## src/hdl/windowed_load_pressure_classifier_core_assert.svh

```systemverilog
// ----------------------------------------------------------------------------
// Assertion macros for the windowed load pressure classifier
// Both macros sample on clk and are disabled while arst_n is low.
// ----------------------------------------------------------------------------
`ifndef WINDOWED_LOAD_PRESSURE_CLASSIFIER_CORE_ASSERT_SVH
`define WINDOWED_LOAD_PRESSURE_CLASSIFIER_CORE_ASSERT_SVH

// same-cycle implication
`define WLPC_ASSERT_IMP(lbl, ante, cons, msg) \
	lbl: assert property (@(posedge clk) disable iff (!arst_n) (ante) |-> (cons)) \
		else $error(msg);

// next-cycle implication
`define WLPC_ASSERT_NXT(lbl, ante, cons, msg) \
	lbl: assert property (@(posedge clk) disable iff (!arst_n) (ante) |=> (cons)) \
		else $error(msg);

`endif

```

## src/hdl/wlpc_pkg.sv

```systemverilog
// ----------------------------------------------------------------------------
// wlpc_pkg
// Types, widths, register map and grading helpers of the load pressure
// classifier.
// ----------------------------------------------------------------------------
package wlpc_pkg;

	localparam int SAMPLE_W   = 10;
	localparam int LVL_W      = 2;
	localparam int RATE_W     = 3;
	localparam int RING_DEPTH = 64;
	localparam int RING_AW    = 6;
	localparam int FILL_W     = 7;
	localparam int DIVIDEND_W = 16;
	localparam int DIVISOR_W  = 7;
	localparam int QUOT_W     = 10;
	localparam int QCNT_W     = 4;
	localparam int PADDR_W    = 5;
	localparam int PDATA_W    = 32;
	localparam int REG_IDX_W  = 3;
	localparam int SAMPLE_MAX = 1023;

	localparam logic [FILL_W-1:0] FILL_MAX = FILL_W'(RING_DEPTH);

	localparam logic [REG_IDX_W-1:0] REG_CPU_ELEV = 3'd0;
	localparam logic [REG_IDX_W-1:0] REG_CPU_HIGH = 3'd1;
	localparam logic [REG_IDX_W-1:0] REG_CPU_CRIT = 3'd2;
	localparam logic [REG_IDX_W-1:0] REG_MEM_ELEV = 3'd3;
	localparam logic [REG_IDX_W-1:0] REG_MEM_HIGH = 3'd4;
	localparam logic [REG_IDX_W-1:0] REG_MEM_CRIT = 3'd5;

	localparam logic [SAMPLE_W-1:0] RST_CPU_ELEV = 10'd600;
	localparam logic [SAMPLE_W-1:0] RST_CPU_HIGH = 10'd750;
	localparam logic [SAMPLE_W-1:0] RST_CPU_CRIT = 10'd850;
	localparam logic [SAMPLE_W-1:0] RST_MEM_ELEV = 10'd700;
	localparam logic [SAMPLE_W-1:0] RST_MEM_HIGH = 10'd800;
	localparam logic [SAMPLE_W-1:0] RST_MEM_CRIT = 10'd900;

	localparam logic [1:0] WSEL_SHORT = 2'd0;
	localparam logic [1:0] WSEL_MID   = 2'd1;
	localparam logic [1:0] WSEL_LONG  = 2'd2;
	localparam logic [1:0] EVICT_LAST = 2'd3;

	localparam logic [LVL_W-1:0] LVL_NORMAL   = 2'd0;
	localparam logic [LVL_W-1:0] LVL_ELEVATED = 2'd1;
	localparam logic [LVL_W-1:0] LVL_HIGH     = 2'd2;
	localparam logic [LVL_W-1:0] LVL_CRITICAL = 2'd3;

	localparam logic [RATE_W-1:0] RATE_FULL    = 3'd4;
	localparam logic [RATE_W-1:0] RATE_HALF    = 3'd2;
	localparam logic [RATE_W-1:0] RATE_QUARTER = 3'd1;
	localparam logic [RATE_W-1:0] RATE_NONE    = 3'd0;

	typedef enum logic [2:0] {
		ST_IDLE,
		ST_EVICT,
		ST_DIV_START,
		ST_DIV_WAIT,
		ST_FINISH
	} state_t;

	typedef struct packed {
		logic [SAMPLE_W-1:0] cpu_elev;
		logic [SAMPLE_W-1:0] cpu_high;
		logic [SAMPLE_W-1:0] cpu_crit;
		logic [SAMPLE_W-1:0] mem_elev;
		logic [SAMPLE_W-1:0] mem_high;
		logic [SAMPLE_W-1:0] mem_crit;
	} cfg_t;

	typedef struct packed {
		logic [SAMPLE_W-1:0] avg_short;
		logic [SAMPLE_W-1:0] avg_mid;
		logic [SAMPLE_W-1:0] avg_long;
		logic [LVL_W-1:0]    pressure_level;
		logic                spawn_safe;
		logic [RATE_W-1:0]   spawn_rate_quarters;
	} res_t;

	typedef struct packed {
		logic                  start;
		logic [DIVIDEND_W-1:0] dividend;
		logic [DIVISOR_W-1:0]  divisor;
	} div_req_t;

	typedef struct packed {
		logic              busy;
		logic              done;
		logic [QUOT_W-1:0] quot;
	} div_sts_t;

	function automatic logic [LVL_W-1:0] grade(
		input logic [SAMPLE_W-1:0] v,
		input logic [SAMPLE_W-1:0] elev,
		input logic [SAMPLE_W-1:0] high,
		input logic [SAMPLE_W-1:0] crit
	);
		logic [LVL_W-1:0] lvl;
		priority if (v >= crit) lvl = LVL_CRITICAL;
		else if (v >= high)     lvl = LVL_HIGH;
		else if (v >= elev)     lvl = LVL_ELEVATED;
		else                    lvl = LVL_NORMAL;
		return lvl;
	endfunction

	function automatic logic [RATE_W-1:0] rate_of(input logic [LVL_W-1:0] lvl);
		logic [RATE_W-1:0] rate;
		unique case (lvl)
			LVL_NORMAL:   rate = RATE_FULL;
			LVL_ELEVATED: rate = RATE_HALF;
			LVL_HIGH:     rate = RATE_QUARTER;
			default:      rate = RATE_NONE;
		endcase
		return rate;
	endfunction

endpackage

```

## src/hdl/wlpc_if.sv

```systemverilog
// ----------------------------------------------------------------------------
// wlpc_in_if / wlpc_out_if
// Valid/ready channels for samples in and classification results out.
// ----------------------------------------------------------------------------
interface wlpc_in_if;
	import wlpc_pkg::*;

	logic                valid;
	logic                ready;
	logic [SAMPLE_W-1:0] cpu_sample;
	logic [SAMPLE_W-1:0] mem_sample;

	modport source (output valid, output cpu_sample, output mem_sample, input ready);
	modport sink   (input valid, input cpu_sample, input mem_sample, output ready);
endinterface

interface wlpc_out_if;
	import wlpc_pkg::*;

	logic                valid;
	logic                ready;
	logic [SAMPLE_W-1:0] avg_short;
	logic [SAMPLE_W-1:0] avg_mid;
	logic [SAMPLE_W-1:0] avg_long;
	logic [LVL_W-1:0]    pressure_level;
	logic                spawn_safe;
	logic [RATE_W-1:0]   spawn_rate_quarters;

	modport source (
		output valid, output avg_short, output avg_mid, output avg_long,
		output pressure_level, output spawn_safe, output spawn_rate_quarters,
		input ready
	);
	modport sink (
		input valid, input avg_short, input avg_mid, input avg_long,
		input pressure_level, input spawn_safe, input spawn_rate_quarters,
		output ready
	);
endinterface

```

## src/hdl/wlpc_ring.sv

```systemverilog
// ----------------------------------------------------------------------------
// wlpc_ring
// Sample ring: one write port, one read port with registered read data.
// ----------------------------------------------------------------------------
module wlpc_ring (
	input  logic                          clk,
	input  logic                          we,
	input  logic [wlpc_pkg::RING_AW-1:0]  waddr,
	input  logic [wlpc_pkg::SAMPLE_W-1:0] wdata,
	input  logic [wlpc_pkg::RING_AW-1:0]  raddr,
	output logic [wlpc_pkg::SAMPLE_W-1:0] rdata
);
	import wlpc_pkg::*;

	logic [SAMPLE_W-1:0] ring_q [RING_DEPTH];
	logic [SAMPLE_W-1:0] rd_q;

	always_ff @(posedge clk) begin
		if (we) begin
			ring_q[waddr] <= wdata;
		end
	end

	always_ff @(posedge clk) begin
		rd_q <= ring_q[raddr];
	end

	assign rdata = rd_q;

endmodule

```

## src/hdl/wlpc_div.sv

```systemverilog
// ----------------------------------------------------------------------------
// wlpc_div
// Restoring divider, one quotient bit per cycle. The quotient is known to
// fit QUOT_W bits, so the upper dividend bits preload the remainder.
// ----------------------------------------------------------------------------
module wlpc_div (
	input  logic               clk,
	input  logic               arst_n,
	input  wlpc_pkg::div_req_t req,
	output wlpc_pkg::div_sts_t sts
);
	import wlpc_pkg::*;

	localparam logic [QCNT_W-1:0] CNT_LAST = QCNT_W'(QUOT_W - 1);

	logic                 busy_q;
	logic [QCNT_W-1:0]    cnt_q;
	logic [DIVISOR_W-1:0] rem_q;
	logic [DIVISOR_W-1:0] dvs_q;
	logic [QUOT_W-1:0]    shr_q;
	logic [DIVISOR_W:0]   trial;
	logic [DIVISOR_W:0]   diff;
	logic                 ge;

	assign trial = {rem_q, shr_q[QUOT_W-1]};
	assign diff  = trial - {1'b0, dvs_q};
	assign ge    = trial >= {1'b0, dvs_q};

	always_ff @(posedge clk or negedge arst_n) begin
		if (!arst_n) begin
			busy_q <= 1'b0;
			cnt_q  <= '0;
		end else if (req.start) begin
			busy_q <= 1'b1;
			cnt_q  <= '0;
		end else if (busy_q) begin
			cnt_q <= cnt_q + 1'b1;
			if (cnt_q == CNT_LAST) begin
				busy_q <= 1'b0;
			end
		end
	end

	always_ff @(posedge clk) begin
		if (req.start) begin
			rem_q <= DIVISOR_W'(req.dividend[DIVIDEND_W-1:QUOT_W]);
			shr_q <= req.dividend[QUOT_W-1:0];
			dvs_q <= req.divisor;
		end else if (busy_q) begin
			rem_q <= ge ? diff[DIVISOR_W-1:0] : trial[DIVISOR_W-1:0];
			shr_q <= {shr_q[QUOT_W-2:0], ge};
		end
	end

	assign sts.busy = busy_q;
	assign sts.done = busy_q && (cnt_q == CNT_LAST);
	assign sts.quot = {shr_q[QUOT_W-2:0], ge};

endmodule

```

## src/hdl/wlpc_cfg.sv

```systemverilog
// ----------------------------------------------------------------------------
// wlpc_cfg
// APB threshold registers for CPU and memory pressure grading.
// ----------------------------------------------------------------------------
module wlpc_cfg (
	input  logic                         clk,
	input  logic                         arst_n,
	input  logic                         psel,
	input  logic                         penable,
	input  logic                         pwrite,
	input  logic [wlpc_pkg::PADDR_W-1:0] paddr,
	input  logic [wlpc_pkg::PDATA_W-1:0] pwdata,
	output logic [wlpc_pkg::PDATA_W-1:0] prdata,
	output logic                         pready,
	output wlpc_pkg::cfg_t               cfg
);
	import wlpc_pkg::*;

	cfg_t                 cfg_q;
	logic [REG_IDX_W-1:0] idx;
	logic [SAMPLE_W-1:0]  wval;
	logic                 wr;

	assign idx    = paddr[PADDR_W-1:2];
	assign wval   = pwdata[SAMPLE_W-1:0];
	assign pready = 1'b1;
	assign wr     = psel && penable && pwrite && pready;

	always_ff @(posedge clk or negedge arst_n) begin
		if (!arst_n) begin
			cfg_q.cpu_elev <= RST_CPU_ELEV;
			cfg_q.cpu_high <= RST_CPU_HIGH;
			cfg_q.cpu_crit <= RST_CPU_CRIT;
			cfg_q.mem_elev <= RST_MEM_ELEV;
			cfg_q.mem_high <= RST_MEM_HIGH;
			cfg_q.mem_crit <= RST_MEM_CRIT;
		end else if (wr) begin
			unique case (idx)
				REG_CPU_ELEV: cfg_q.cpu_elev <= wval;
				REG_CPU_HIGH: cfg_q.cpu_high <= wval;
				REG_CPU_CRIT: cfg_q.cpu_crit <= wval;
				REG_MEM_ELEV: cfg_q.mem_elev <= wval;
				REG_MEM_HIGH: cfg_q.mem_high <= wval;
				REG_MEM_CRIT: cfg_q.mem_crit <= wval;
				default: ;
			endcase
		end
	end

	always_comb begin
		unique case (idx)
			REG_CPU_ELEV: prdata = PDATA_W'(cfg_q.cpu_elev);
			REG_CPU_HIGH: prdata = PDATA_W'(cfg_q.cpu_high);
			REG_CPU_CRIT: prdata = PDATA_W'(cfg_q.cpu_crit);
			REG_MEM_ELEV: prdata = PDATA_W'(cfg_q.mem_elev);
			REG_MEM_HIGH: prdata = PDATA_W'(cfg_q.mem_high);
			REG_MEM_CRIT: prdata = PDATA_W'(cfg_q.mem_crit);
			default:      prdata = '0;
		endcase
	end

	assign cfg = cfg_q;

endmodule

```

## src/hdl/windowed_load_pressure_classifier_core.sv

```systemverilog
// ----------------------------------------------------------------------------
// windowed_load_pressure_classifier_core
// Sliding-window CPU load averages with threshold grading of CPU and memory.
// ----------------------------------------------------------------------------
// Usage:
//   sample (valid/ready): one CPU sample and one memory sample per transfer.
//   result (valid/ready): three window averages of the CPU samples, the
//     pressure level, the spawn-safe flag and the spawn rate in quarters.
//   APB port: six 10-bit thresholds at byte addresses 0, 4, ... 20.
// Sequence: a sample runs through the ring-update steps and three
//   divisions on one shared radix-2 divider, then it is graded.
//   sample.ready is high only while the sequencer is idle, so a new sample
//   is taken only once the last result has gone to the output register.
// Stall: the result waits in an output register; the next sample is taken
//   and processed meanwhile, and its result holds in the sequencer until
//   the output register is free.
// Reset: windows empty, sums zero, thresholds at their defaults. The ring
//   needs no clearing: an entry is read only after it was written.
// ----------------------------------------------------------------------------
`include "windowed_load_pressure_classifier_core_assert.svh"

module windowed_load_pressure_classifier_core #(
	parameter int WINDOW_SHORT = 5,
	parameter int WINDOW_MID   = 30,
	parameter int WINDOW_LONG  = 60
) (
	input  logic                         clk,
	input  logic                         arst_n,
	wlpc_in_if.sink                      sample,
	wlpc_out_if.source                   result,
	input  logic                         psel,
	input  logic                         penable,
	input  logic                         pwrite,
	input  logic [wlpc_pkg::PADDR_W-1:0] paddr,
	input  logic [wlpc_pkg::PDATA_W-1:0] pwdata,
	output logic [wlpc_pkg::PDATA_W-1:0] prdata,
	output logic                         pready
);
	import wlpc_pkg::*;

	localparam int WS = (WINDOW_SHORT < 1) ? 1 :
		(WINDOW_SHORT > RING_DEPTH) ? RING_DEPTH : WINDOW_SHORT;
	localparam int WM = (WINDOW_MID < 1) ? 1 :
		(WINDOW_MID > RING_DEPTH) ? RING_DEPTH : WINDOW_MID;
	localparam int WL = (WINDOW_LONG < 1) ? 1 :
		(WINDOW_LONG > RING_DEPTH) ? RING_DEPTH : WINDOW_LONG;

	localparam int SW_S = $clog2(WS * SAMPLE_MAX + 1);
	localparam int SW_M = $clog2(WM * SAMPLE_MAX + 1);
	localparam int SW_L = $clog2(WL * SAMPLE_MAX + 1);
	localparam int SUMX_W = DIVIDEND_W + 1;

	localparam logic [FILL_W-1:0] W_SHORT = FILL_W'(WS);
	localparam logic [FILL_W-1:0] W_MID   = FILL_W'(WM);
	localparam logic [FILL_W-1:0] W_LONG  = FILL_W'(WL);

	function automatic logic [FILL_W-1:0] win_of(input logic [1:0] sel);
		logic [FILL_W-1:0] w;
		unique case (sel)
			WSEL_SHORT: w = W_SHORT;
			WSEL_MID:   w = W_MID;
			default:    w = W_LONG;
		endcase
		return w;
	endfunction

	state_t              state_q, state_d;
	logic [1:0]          idx_q;
	logic [1:0]          sel_q;
	logic [SAMPLE_W-1:0] cpu_q;
	logic [SAMPLE_W-1:0] mem_q;
	logic [FILL_W-1:0]   seen_q;
	logic [RING_AW-1:0]  wslot_q;
	logic [FILL_W-1:0]   fill_q;
	logic [SW_S-1:0]     sum_s_q;
	logic [SW_M-1:0]     sum_m_q;
	logic [SW_L-1:0]     sum_l_q;
	logic [SAMPLE_W-1:0] avg_s_q;
	logic [SAMPLE_W-1:0] avg_m_q;
	logic [SAMPLE_W-1:0] avg_l_q;
	res_t                res_q;
	logic                out_valid_q;

	logic                  in_rdy;
	logic                  accept;
	logic                  out_free;
	logic                  load_out;
	logic                  apply_ev;
	logic                  ring_we;
	logic                  div_start;
	logic [RING_AW-1:0]    ring_raddr;
	logic [SAMPLE_W-1:0]   ring_rdata;
	logic [FILL_W-1:0]     w_rd;
	logic [1:0]            ev_sel;
	logic [FILL_W-1:0]     w_ev;
	logic                  evict;
	logic [DIVIDEND_W-1:0] ev_sum;
	logic [SUMX_W-1:0]     upd_sum;
	logic [FILL_W-1:0]     w_dv;
	logic [DIVIDEND_W-1:0] dv_sum;
	div_req_t              div_req;
	div_sts_t              div_sts;
	cfg_t                  cfg;
	logic [LVL_W-1:0]      cpu_lvl;
	logic [LVL_W-1:0]      mem_lvl;
	logic [LVL_W-1:0]      lvl;
	res_t                  res_d;

	assign accept   = sample.valid && sample.ready;
	assign out_free = !out_valid_q || result.ready;

	// next state
	always_comb begin
		state_d = state_q;
		unique case (state_q)
			ST_IDLE: begin
				if (sample.valid) state_d = ST_EVICT;
			end
			ST_EVICT: begin
				if (idx_q == EVICT_LAST) state_d = ST_DIV_START;
			end
			ST_DIV_START: state_d = ST_DIV_WAIT;
			ST_DIV_WAIT: begin
				if (div_sts.done) state_d = (sel_q == WSEL_LONG) ? ST_FINISH : ST_DIV_START;
			end
			ST_FINISH: begin
				if (out_free) state_d = ST_IDLE;
			end
			default: state_d = ST_IDLE;
		endcase
	end

	// sequencer outputs
	always_comb begin
		in_rdy    = 1'b0;
		apply_ev  = 1'b0;
		ring_we   = 1'b0;
		div_start = 1'b0;
		load_out  = 1'b0;
		unique case (state_q)
			ST_IDLE:      in_rdy = 1'b1;
			ST_EVICT: begin
				apply_ev = (idx_q != WSEL_SHORT);
				ring_we  = (idx_q == EVICT_LAST);
			end
			ST_DIV_START: div_start = 1'b1;
			ST_DIV_WAIT:  ;
			ST_FINISH:    load_out = out_free;
			default:      ;
		endcase
	end

	assign sample.ready = in_rdy;

	// eviction: read issued at idx, data applied at idx + 1
	assign w_rd       = win_of(idx_q);
	assign ring_raddr = wslot_q - w_rd[RING_AW-1:0];
	assign ev_sel     = idx_q - 2'd1;
	assign w_ev       = win_of(ev_sel);
	assign evict      = seen_q >= w_ev;

	always_comb begin
		unique case (ev_sel)
			WSEL_SHORT: ev_sum = DIVIDEND_W'(sum_s_q);
			WSEL_MID:   ev_sum = DIVIDEND_W'(sum_m_q);
			default:    ev_sum = DIVIDEND_W'(sum_l_q);
		endcase
	end

	assign upd_sum = SUMX_W'(ev_sum) + SUMX_W'(cpu_q)
		- (evict ? SUMX_W'(ring_rdata) : SUMX_W'(0));

	// divider operands
	assign w_dv = win_of(sel_q);

	always_comb begin
		unique case (sel_q)
			WSEL_SHORT: dv_sum = DIVIDEND_W'(sum_s_q);
			WSEL_MID:   dv_sum = DIVIDEND_W'(sum_m_q);
			default:    dv_sum = DIVIDEND_W'(sum_l_q);
		endcase
	end

	assign div_req.start    = div_start;
	assign div_req.dividend = dv_sum;
	assign div_req.divisor  = (fill_q < w_dv) ? fill_q : w_dv;

	// grading
	assign cpu_lvl = grade(avg_m_q, cfg.cpu_elev, cfg.cpu_high, cfg.cpu_crit);
	assign mem_lvl = grade(mem_q, cfg.mem_elev, cfg.mem_high, cfg.mem_crit);
	assign lvl     = (cpu_lvl > mem_lvl) ? cpu_lvl : mem_lvl;

	assign res_d.avg_short           = avg_s_q;
	assign res_d.avg_mid             = avg_m_q;
	assign res_d.avg_long            = avg_l_q;
	assign res_d.pressure_level      = lvl;
	assign res_d.spawn_safe          = (lvl != LVL_CRITICAL);
	assign res_d.spawn_rate_quarters = rate_of(lvl);

	always_ff @(posedge clk or negedge arst_n) begin
		if (!arst_n) begin
			state_q     <= ST_IDLE;
			idx_q       <= '0;
			sel_q       <= '0;
			wslot_q     <= '0;
			fill_q      <= '0;
			sum_s_q     <= '0;
			sum_m_q     <= '0;
			sum_l_q     <= '0;
			out_valid_q <= 1'b0;
		end else begin
			state_q <= state_d;
			if (accept) begin
				idx_q <= WSEL_SHORT;
			end else if (state_q == ST_EVICT) begin
				idx_q <= idx_q + 2'd1;
			end
			if (apply_ev) begin
				unique case (ev_sel)
					WSEL_SHORT: sum_s_q <= upd_sum[SW_S-1:0];
					WSEL_MID:   sum_m_q <= upd_sum[SW_M-1:0];
					default:    sum_l_q <= upd_sum[SW_L-1:0];
				endcase
			end
			if (ring_we) begin
				wslot_q <= wslot_q + 1'b1;
				if (fill_q < FILL_MAX) fill_q <= fill_q + 1'b1;
				sel_q <= WSEL_SHORT;
			end else if (state_q == ST_DIV_WAIT && div_sts.done) begin
				sel_q <= sel_q + 2'd1;
			end
			if (load_out) begin
				out_valid_q <= 1'b1;
			end else if (result.ready) begin
				out_valid_q <= 1'b0;
			end
		end
	end

	always_ff @(posedge clk) begin
		if (accept) begin
			cpu_q  <= sample.cpu_sample;
			mem_q  <= sample.mem_sample;
			seen_q <= fill_q;
		end
		if (state_q == ST_DIV_WAIT && div_sts.done) begin
			unique case (sel_q)
				WSEL_SHORT: avg_s_q <= div_sts.quot;
				WSEL_MID:   avg_m_q <= div_sts.quot;
				default:    avg_l_q <= div_sts.quot;
			endcase
		end
		if (load_out) begin
			res_q <= res_d;
		end
	end

	assign result.valid               = out_valid_q;
	assign result.avg_short           = res_q.avg_short;
	assign result.avg_mid             = res_q.avg_mid;
	assign result.avg_long            = res_q.avg_long;
	assign result.pressure_level      = res_q.pressure_level;
	assign result.spawn_safe          = res_q.spawn_safe;
	assign result.spawn_rate_quarters = res_q.spawn_rate_quarters;

	wlpc_ring u_ring (
		.clk   (clk),
		.we    (ring_we),
		.waddr (wslot_q),
		.wdata (cpu_q),
		.raddr (ring_raddr),
		.rdata (ring_rdata)
	);

	wlpc_div u_div (
		.clk    (clk),
		.arst_n (arst_n),
		.req    (div_req),
		.sts    (div_sts)
	);

	wlpc_cfg u_cfg (
		.clk     (clk),
		.arst_n  (arst_n),
		.psel    (psel),
		.penable (penable),
		.pwrite  (pwrite),
		.paddr   (paddr),
		.pwdata  (pwdata),
		.prdata  (prdata),
		.pready  (pready),
		.cfg     (cfg)
	);

	`WLPC_ASSERT_IMP(a_div_start_idle, div_start, !div_sts.busy, "divider started while busy")
	`WLPC_ASSERT_NXT(a_accept_evict, accept, state_q == ST_EVICT && idx_q == WSEL_SHORT, "no evict")
	`WLPC_ASSERT_IMP(a_fill_bound, 1'b1, fill_q <= FILL_MAX, "fill count beyond ring depth")
	`WLPC_ASSERT_IMP(a_out_load, $rose(out_valid_q), $past(state_q) == ST_FINISH, "stray result")
	`WLPC_ASSERT_IMP(a_busy_no_ready, div_sts.busy, !sample.ready, "sample taken during division")

endmodule

```

## src/flat_wrapper.sv

```systemverilog
// flat-port wrapper written by rule: the top's interface ports become plain ports
module windowed_load_pressure_classifier_core_flat import wlpc_pkg::*;
#(
	parameter int WINDOW_SHORT = 5,
	parameter int WINDOW_MID   = 30,
	parameter int WINDOW_LONG  = 60
)
  (clk, arst_n, psel, penable, pwrite, paddr, pwdata, prdata, pready, sample_valid, sample_cpu_sample, sample_mem_sample, sample_ready, result_valid, result_avg_short, result_avg_mid, result_avg_long, result_pressure_level, result_spawn_safe, result_spawn_rate_quarters, result_ready);
  wlpc_in_if sample_i ();
  wlpc_out_if result_i ();
  input  logic clk;
  input  logic arst_n;
  input  logic psel;
  input  logic penable;
  input  logic pwrite;
  input  logic [wlpc_pkg::PADDR_W-1:0] paddr;
  input  logic [wlpc_pkg::PDATA_W-1:0] pwdata;
  output logic [wlpc_pkg::PDATA_W-1:0] prdata;
  output logic pready;
  input wire logic [$bits(sample_i.valid)-1:0] sample_valid;
  input wire logic [$bits(sample_i.cpu_sample)-1:0] sample_cpu_sample;
  input wire logic [$bits(sample_i.mem_sample)-1:0] sample_mem_sample;
  output wire logic [$bits(sample_i.ready)-1:0] sample_ready;
  output wire logic [$bits(result_i.valid)-1:0] result_valid;
  output wire logic [$bits(result_i.avg_short)-1:0] result_avg_short;
  output wire logic [$bits(result_i.avg_mid)-1:0] result_avg_mid;
  output wire logic [$bits(result_i.avg_long)-1:0] result_avg_long;
  output wire logic [$bits(result_i.pressure_level)-1:0] result_pressure_level;
  output wire logic [$bits(result_i.spawn_safe)-1:0] result_spawn_safe;
  output wire logic [$bits(result_i.spawn_rate_quarters)-1:0] result_spawn_rate_quarters;
  input wire logic [$bits(result_i.ready)-1:0] result_ready;
  assign sample_i.valid = sample_valid;
  assign sample_i.cpu_sample = sample_cpu_sample;
  assign sample_i.mem_sample = sample_mem_sample;
  assign sample_ready = sample_i.ready;
  assign result_valid = result_i.valid;
  assign result_avg_short = result_i.avg_short;
  assign result_avg_mid = result_i.avg_mid;
  assign result_avg_long = result_i.avg_long;
  assign result_pressure_level = result_i.pressure_level;
  assign result_spawn_safe = result_i.spawn_safe;
  assign result_spawn_rate_quarters = result_i.spawn_rate_quarters;
  assign result_i.ready = result_ready;
  windowed_load_pressure_classifier_core #(.WINDOW_SHORT(WINDOW_SHORT), .WINDOW_MID(WINDOW_MID), .WINDOW_LONG(WINDOW_LONG)) u_core (.clk(clk), .arst_n(arst_n), .sample(sample_i), .result(result_i), .psel(psel), .penable(penable), .pwrite(pwrite), .paddr(paddr), .pwdata(pwdata), .prdata(prdata), .pready(pready));
endmodule
```

## config.mk

```make
export PLATFORM = sky130hd
export DESIGN_NAME = windowed_load_pressure_classifier_core_flat
export DESIGN_NICKNAME = d
export VERILOG_FILES = /design/src/hdl/wlpc_pkg.sv /design/src/hdl/wlpc_if.sv /design/src/hdl/wlpc_ring.sv /design/src/hdl/wlpc_div.sv /design/src/hdl/wlpc_cfg.sv /design/src/hdl/windowed_load_pressure_classifier_core.sv /design/src/flat_wrapper.sv
export VERILOG_INCLUDE_DIRS = /design/src /design/src/hdl
export SDC_FILE = /design/constraint.sdc
export NUM_CORES = 1
export LEC_CHECK = 0
export BUFFER_PORTS_ARGS = -buffer_cell sky130_fd_sc_hd__buf_2
export CORE_MARGIN = 10
export CORE_UTILIZATION = 40
export CTS_CLUSTER_SIZE = 16
export DETAILED_ROUTE_END_ITERATION = 12
export GPL_TIMING_DRIVEN = 0
export PLACE_DENSITY_LB_ADDON = 0.12
export SETUP_SLACK_MARGIN = 0.1
export SLEW_MARGIN = 40
export SYNTH_ARGS = -nofsm -noshare
export SYNTH_HDL_FRONTEND = slang
export SYNTH_SLANG_ARGS = --single-unit
```

## constraint.sdc

```tcl
create_clock -name clk -period 4.1 [get_ports clk]
set_input_delay 0.82 -clock clk [delete_from_list [all_inputs] [get_ports clk]]
set_output_delay 0.82 -clock clk [all_outputs]
set_load 0.005 [all_outputs]
```

# Word-level counts from Yosys, hierarchy flattened
# Memories as Yosys holds them, arrays and structs flattened. A register that Yosys moved wholly into a read port is not among the register bits.
# Cells that the tools add are included.
[totals]
regBits = 247
mem_bits_rw = 640
elab_cells = 158
mem_count = 1
[memory_table]
columns = ["memory", "words", "width", "read_ports", "rd_ports_with_merged_regs", "write_ports", "line_no", "text"]
rows = [
  ["u_core.u_ring.ring_q", 64, 10, 1, 1, 1, "wlpc_ring.sv:15", "logic [SAMPLE_W-1:0] ring_q [RING_DEPTH];"],
]
[op_classes]
muxes = 45
n_eq_ne = 22
magnitude_cmp = 11
n_addsub = 10
n_reduce_logical = 34
bitwise = 2
[ops]
columns = ["cell", "count"]
rows = [
  ["16-bit case mux with 2 select lines", 2],
  ["10-bit >= comparator", 6],
  ["10-bit case mux with 6 select lines", 1],
  ["6-bit case mux with 2 select lines", 3],
  ["10-bit 2-to-1 mux", 3],
  ["2-bit AND reduction", 13],
  ["2-bit 2-to-1 mux", 9],
  ["16-bit by 10-bit adder with 16-bit output", 1],
  ["16-bit subtractor", 1],
  ["3-bit 2-to-1 mux", 5],
  ["3-bit case mux with 5 select lines", 1],
  ["1-bit 2-to-1 mux", 14],
  ["7-bit 2-to-1 mux", 2],
  ["3-bit by 2-bit == test with 1-bit output (second input constant)", 4],
  ["6-bit 2-to-1 mux", 2],
  ["2-bit nonzero test", 5],
  ["3-bit == test (second input constant)", 3],
  ["3-bit case mux with 3 select lines", 1],
  ["2-bit by 1-bit == test with 1-bit output (second input constant)", 4],
  ["8-bit by 7-bit >= comparator with 1-bit output", 1],
  ["2-bit logical NOT", 4],
  ["4-bit 2-to-1 mux", 2],
  ["7-bit by 1-bit adder with 7-bit output (second input constant)", 1],
  ["7-bit by 6-bit >= comparator with 1-bit output", 1],
  ["other kinds (21)", 35],
]

# Longest topological paths before layout
[logic_depth]
word_depth = 8
ltp_mapped = 20

# Cells and area by module
# Synthesis repeated with hierarchy kept, for this count alone.
[hier_totals]
hier_cells = 2303
area_unflattened_um2 = 38892.3
[modules_own_cells]
columns = ["mod", "instances", "area_per_inst_um2", "cells_per_inst"]
rows = [
  ["wlpc_ring", 1, 25101.6, 1118],
  ["windowed_load_pressure_classifier_core", 1, 9092.5, 823],
  ["wlpc_cfg", 1, 2996.6, 217],
  ["wlpc_div", 1, 1701.6, 145],
]

# Worst setup path after synthesis
# OpenSTA, ideal clock, no wires.
[synth_timing]
path_kind = "reg-to-reg"
startpoint = "reg u_core.idx_q[1]"
endpoint = "reg u_core.sum_l_q[12]"
t_required_ps = 3975
period_less_slack_ps = 4473
stages_incl_launch_ff = 19
path_slack_ps = -373
path_buffers = 0
setup_ps = 125
t_arrival_ps = 4348
path_cell_list = "dfrtp_1 -> inv_1 -> ha_1 -> ha_1 -> nor2b_1 -> o22ai_1 -> a31o_2 -> a21o_1 -> a211o_1 -> and2_1 -> fa_1 -> inv_1 -> ha_1 -> nor2b_1 -> o31a_1 -> o41ai_4 -> o21ai_0 -> xor2_1 -> mux2_2"
[synth_via]
elab_chain_cells = 6
[synth_rtl]
columns = ["element", "line_no", "text"]
rows = [
  ["from (decl)", "windowed_load_pressure_classifier_core.sv:68", "logic [1:0] idx_q;"],
  ["from (signal assigned)", "windowed_load_pressure_classifier_core.sv:216", "idx_q <= idx_q + 2'd1;"],
  ["branches (longest 6 deep; another with 16-bit by 10-bit adder with 16-bit output)", "-", ""],
  ["to (signal assigned)", "windowed_load_pressure_classifier_core.sv:222", "default: sum_l_q <= upd_sum[SW_L-1:0];"],
  ["to (decl)", "windowed_load_pressure_classifier_core.sv:77", "logic [SW_L-1:0] sum_l_q;"],
]
# Several ways; the timed one is not identified.
# A chain may end at the register's enable or synchronous reset.

# Worst setup path in the final report
[layout_timing]
startpoint = "reg u_core.idx_q[1]"
endpoint = "reg u_core.sum_s_q[10]"
[layout_via]
elab_chain_cells = 6
[layout_rtl]
columns = ["element", "line_no", "text"]
rows = [
  ["branches (longest 6 deep; another with 16-bit by 10-bit adder with 16-bit output)", "-", ""],
  ["to (signal assigned)", "windowed_load_pressure_classifier_core.sv:220", "WSEL_SHORT: sum_s_q <= upd_sum[SW_S-1:0];"],
  ["to (decl)", "windowed_load_pressure_classifier_core.sv:75", "logic [SW_S-1:0] sum_s_q;"],
]
# Several ways; the timed one is not identified.

==> summary.md <==
| Metric | Value |
|---|---|
| Core Footprint | `between 90000 and 100000 um^2` |
| Ys flop type | `edfxtp_1` |
| Die extent in x | `330.8 um` |
| Routed length per instance | `24.45 um` |
| Routed WL | `98820 um` |
| Crit path max fanout | `6` |
| CTS Hold Bufs | `0` |
| Detail Route Antenna Nets | `0` |
| Max_cap viols | `0` |
| CTS Buf Count | `96` |
| Setup Skew | `0.02986 ns` |
| Fmax | `231.4 MHz` |
| Initial core utilization | `40.47%` |
| Relative slew slack | `between 30% and 40%` |
| Max-slew violations | `0` |
| Syn Std Cell Area | `38630 um^2` |
| H-tree depth | `3` |
| Final period utilization | `105.4%` |
| Die area | `approximately 110000 um^2` |
| Post-Place Setup Slack | `-0.7134 ns` |
| CTS tree | `built` |
| Hold Violations, Final | `0` |
| DRC violations left | `0` |
| Mapped Cells | `approximately 2.4k` |
| Clock input transition at the sequential cells of the worst setup and hold paths | `0.06 ns` |
| Number of synthesized flops with an enable pin | `756` |
| Yosys cell types | `69` |
| Vias/cell | `approximately 5.4` |
| Initial antenna violation count | `1` |
| Routability congestion estimate | `between 0.8 and 0.9` |
| Final setup viols | `21` |
| Layout area overhead | `18.11%` |
| Pleak | `16.15 nW` |
| Sink Count | `897` |
| Layout cells sized above 1 | `roughly 29%` |
| Largest net degree at the start of global routing | `72` |
| R2R cell count | `19` |
| Initial drt markers | `approximately 1.8k` |
| Max VDD drop | `about 0.0007 V` |
| HP Class | `in -> async` |
| Row count | `around 110` |
| Final net count | `2881` |
| Clock Path Buffers | `3` |
| Fill cells | `around 8.2k` |
| Syn. warnings | `0` |
| Setup ws final | `-0.2208 ns` |
| Area leader, netlist | `edfxtp_1` |
| Worst EP arrival | `around 5 ns` |
| Worst reg2reg setup slack | `-0.22 ns` |
| Iteration count of the initial detailed-routing pass | `5` |
| Cell Pwr Density | `902.6 nW/um^2` |
| Async SR Flop Fraction | `between 10% and 20%` |
| Clock Latency Late Sink | `0.68 ns` |
| Num ports | `about 140` |
| Worst hold slack | `0.07075 ns` |
| #FFs+latches synth | `approximately 900` |
| RSZ-0062 raised after global routing | `true` |
| Setup crit end kind | `flop` |
| Syn_area_per_cell | `15.96 um^2` |
| Synth area leaders | `edfxtp_1 (59%), mux4_2 (9.5%), dfrtp_1 (6.5%)` |
| Congestion Overflow GR | `0` |
| First-pass GRT wire length | `146900 um` |
| Status | `finished with violations` |
| Die height | `330.8 um` |
| Vias in the first global route | `22.57k` |
| Final Power | `41.18 mW` |
| Worst R2R Start | `u_core.idx_q[1]` |
| Top-area cell type share of the netlist area | `about three fifths` |
| Failing checks | `setup timing` |
| Min Clock Period, post-route | `about 4.3 ns` |
| Critical path class | `reg -> reg` |
| I/O Buffers | `85` |
| FF-to-FF End | `u_core.sum_s_q[10]` |
| Startpoint Class | `flop` |
| GR Util All Layers | `17.95%` |
| CTS Root Buffer Type | `clkbuf_16` |
| Worst Tran Pin Value | `0.9110 ns` |
| Vias | `21.77k` |
| Register area share after synthesis | `approximately two thirds` |
| CP required | `4.65 ns` |
| HPWL after DPL | `69340 um` |
-- report_power, final --
group	leakage, nW	switching [mW]	internal (mW)
Clock	1.56	3.67	5.16
Combinational	6.13	11.9	9.33
Sequential	8.45	0.510	10.6
-- registers in the layout, summed over array words and instances, names as in the netlist, 7 cells and up --
signal,cells
u_core.u_ring.ring_q,640
u_core.sum_m_q,15
u_core.result.avg_short,10
u_core.u_div.dvs_q,7
u_core.u_cfg.cfg,60
u_core.avg_m_q,10
u_core.cpu_q,10
u_core.u_ring.rdata,10
u_core.seen_q,7
u_core.result.avg_long,10
u_core.sum_l_q,16
u_core.avg_s_q,10
u_core.sum_s_q,13
u_core.result.avg_mid,10
u_core.u_div.rem_q,7
u_core.avg_l_q,10
u_core.u_div.shr_q,10
u_core.fill_q,7
u_core.mem_q,10
-- worst max-delay path, stage by stage (launching register included) --
cell and delay (ns):
dfrtp_2 0.44, inv_2 0.09, ha_4 0.16, ha_4 0.19, nor2b_1 0.10, o22ai_1 0.08, a31o_2 0.21, a21o_1 0.16
a211o_4 0.36, buf_6 0.13, and2_4 0.14, fa_1 0.49, inv_2 0.05, ha_4 0.23, a21o_1 0.21, o32a_1 0.33
o41ai_4 0.09, or4_1 0.17, nand4_1 0.22, mux2_4 0.34
-- cells by family (layout without fill, tap and decap cells) --
group                      Yosys count  after routing  synth area share, %
DFF                                897            897                67.86
and+or+nand+nor                    474            474                5.562
AOI/OAI and AO/OA                  363            363                6.216
muxes                              265            265                12.33
buffers and inverters              265            598                3.071
adders and majority gates          123            123                4.217
xor gates and xnor gates            31             31               0.7223
other                                2             25              0.01944
-- timing repair --
item,in CTS,in global routing
setup buffers,16,10
gates resized for setup,90,90
endpoints found under the setup margin,45,42
pin swaps,20,20
-- cells in the final DEF, fill, tap and decap left out, types with 44 or more instances in the layout --
master / n
clkbuf_1: 58
o21ai_0: 88
and2_1: 44
dfrtp_1: 99
nor2_1: 55
ha_1: 96
clkbuf_16: 96
nand2_1: 193
buf_4: 71
buf_2: 96
inv_1: 120
a31oi_1: 53
edfxtp_1: 756
mux2_2: 44
mux4_2: 163
nor2_2: 67
-- synth_stat cells (10+ instances only) --
cell type,number
a211oi_1,53
a21o_1,17
a21oi_1,37
a22oi_1,29
a31oi_1,55
and2_1,52
buf_1,12
buf_2,21
buf_4,40
clkbuf_1,62
dfrtp_1,101
dfstp_2,29
dfxtp_1,11
edfxtp_1,756
fa_1,12
ha_1,111
inv_1,128
mux2_2,58
mux2i_1,44
mux4_2,163
nand2_1,200
nand3_1,22
nand4_1,12
nor2_1,122
nor2b_1,13
nor3_1,10
o21a_1,13
o21ai_0,96
o22ai_1,14
xnor2_1,19
xor2_1,11
-- layout make-up --
class                           count  area [um^2]  share of cell area, %
Inverter                          128        480.5                  1.053
Clock inverter                     62        679.4                  1.489
Sequential cell                   897        26210                  57.46
Timing Repair Buffer              154         1172                  2.570
Tap cell                         1265         1583                  3.469
Antenna cell                        1        2.502               0.005485
Buffer                            137        819.5                  1.796
Multi-Input combinational cell   1280        12110                  26.55
Clock buffer                      117         2561                  5.614
-- worst max path at each step --
stage               startpoint            endpoint  slack, ns  cells past startpoint
3_3_place_gp   u_core.cpu_q[3]  u_core.sum_l_q[10]      -0.80                     10
4_1_cts        u_core.idx_q[1]  u_core.sum_s_q[10]      -0.35                     18
5_1_grt        u_core.idx_q[1]  u_core.sum_m_q[13]      -0.40                     20
6_report       u_core.idx_q[1]  u_core.sum_s_q[10]      -0.22                     19
2_1_floorplan  u_core.idx_q[1]  u_core.sum_m_q[14]      -0.02                     18
3_5_place_dp   u_core.idx_q[0]  u_core.sum_l_q[10]      -0.71                     17
-- per-stage QoR --
step           std cells  setup TNS [ns]  utilization, %  cell area [um^2]
3_3_place_gp        3792          -23.36           42.74             40790
6_report            4041          -2.370           47.81             45620
2_1_floorplan       2442        -0.02295               -             38780
3_5_place_dp        3834          -20.09           43.49             41510
4_1_cts             4029          -5.555           47.34             45180
5_1_grt             4041          -6.466           47.81             45620
-- routing by layer --
layer	vias up	global-route usage [%]	wire, um
li1	9819	-	-
met1	11306	24.26	43360
met2	492	30.00	48350
met3	152	2.516	4499
met4	0	5.198	2606
met5	-	0	0
(Power assumes the default switching activity.)
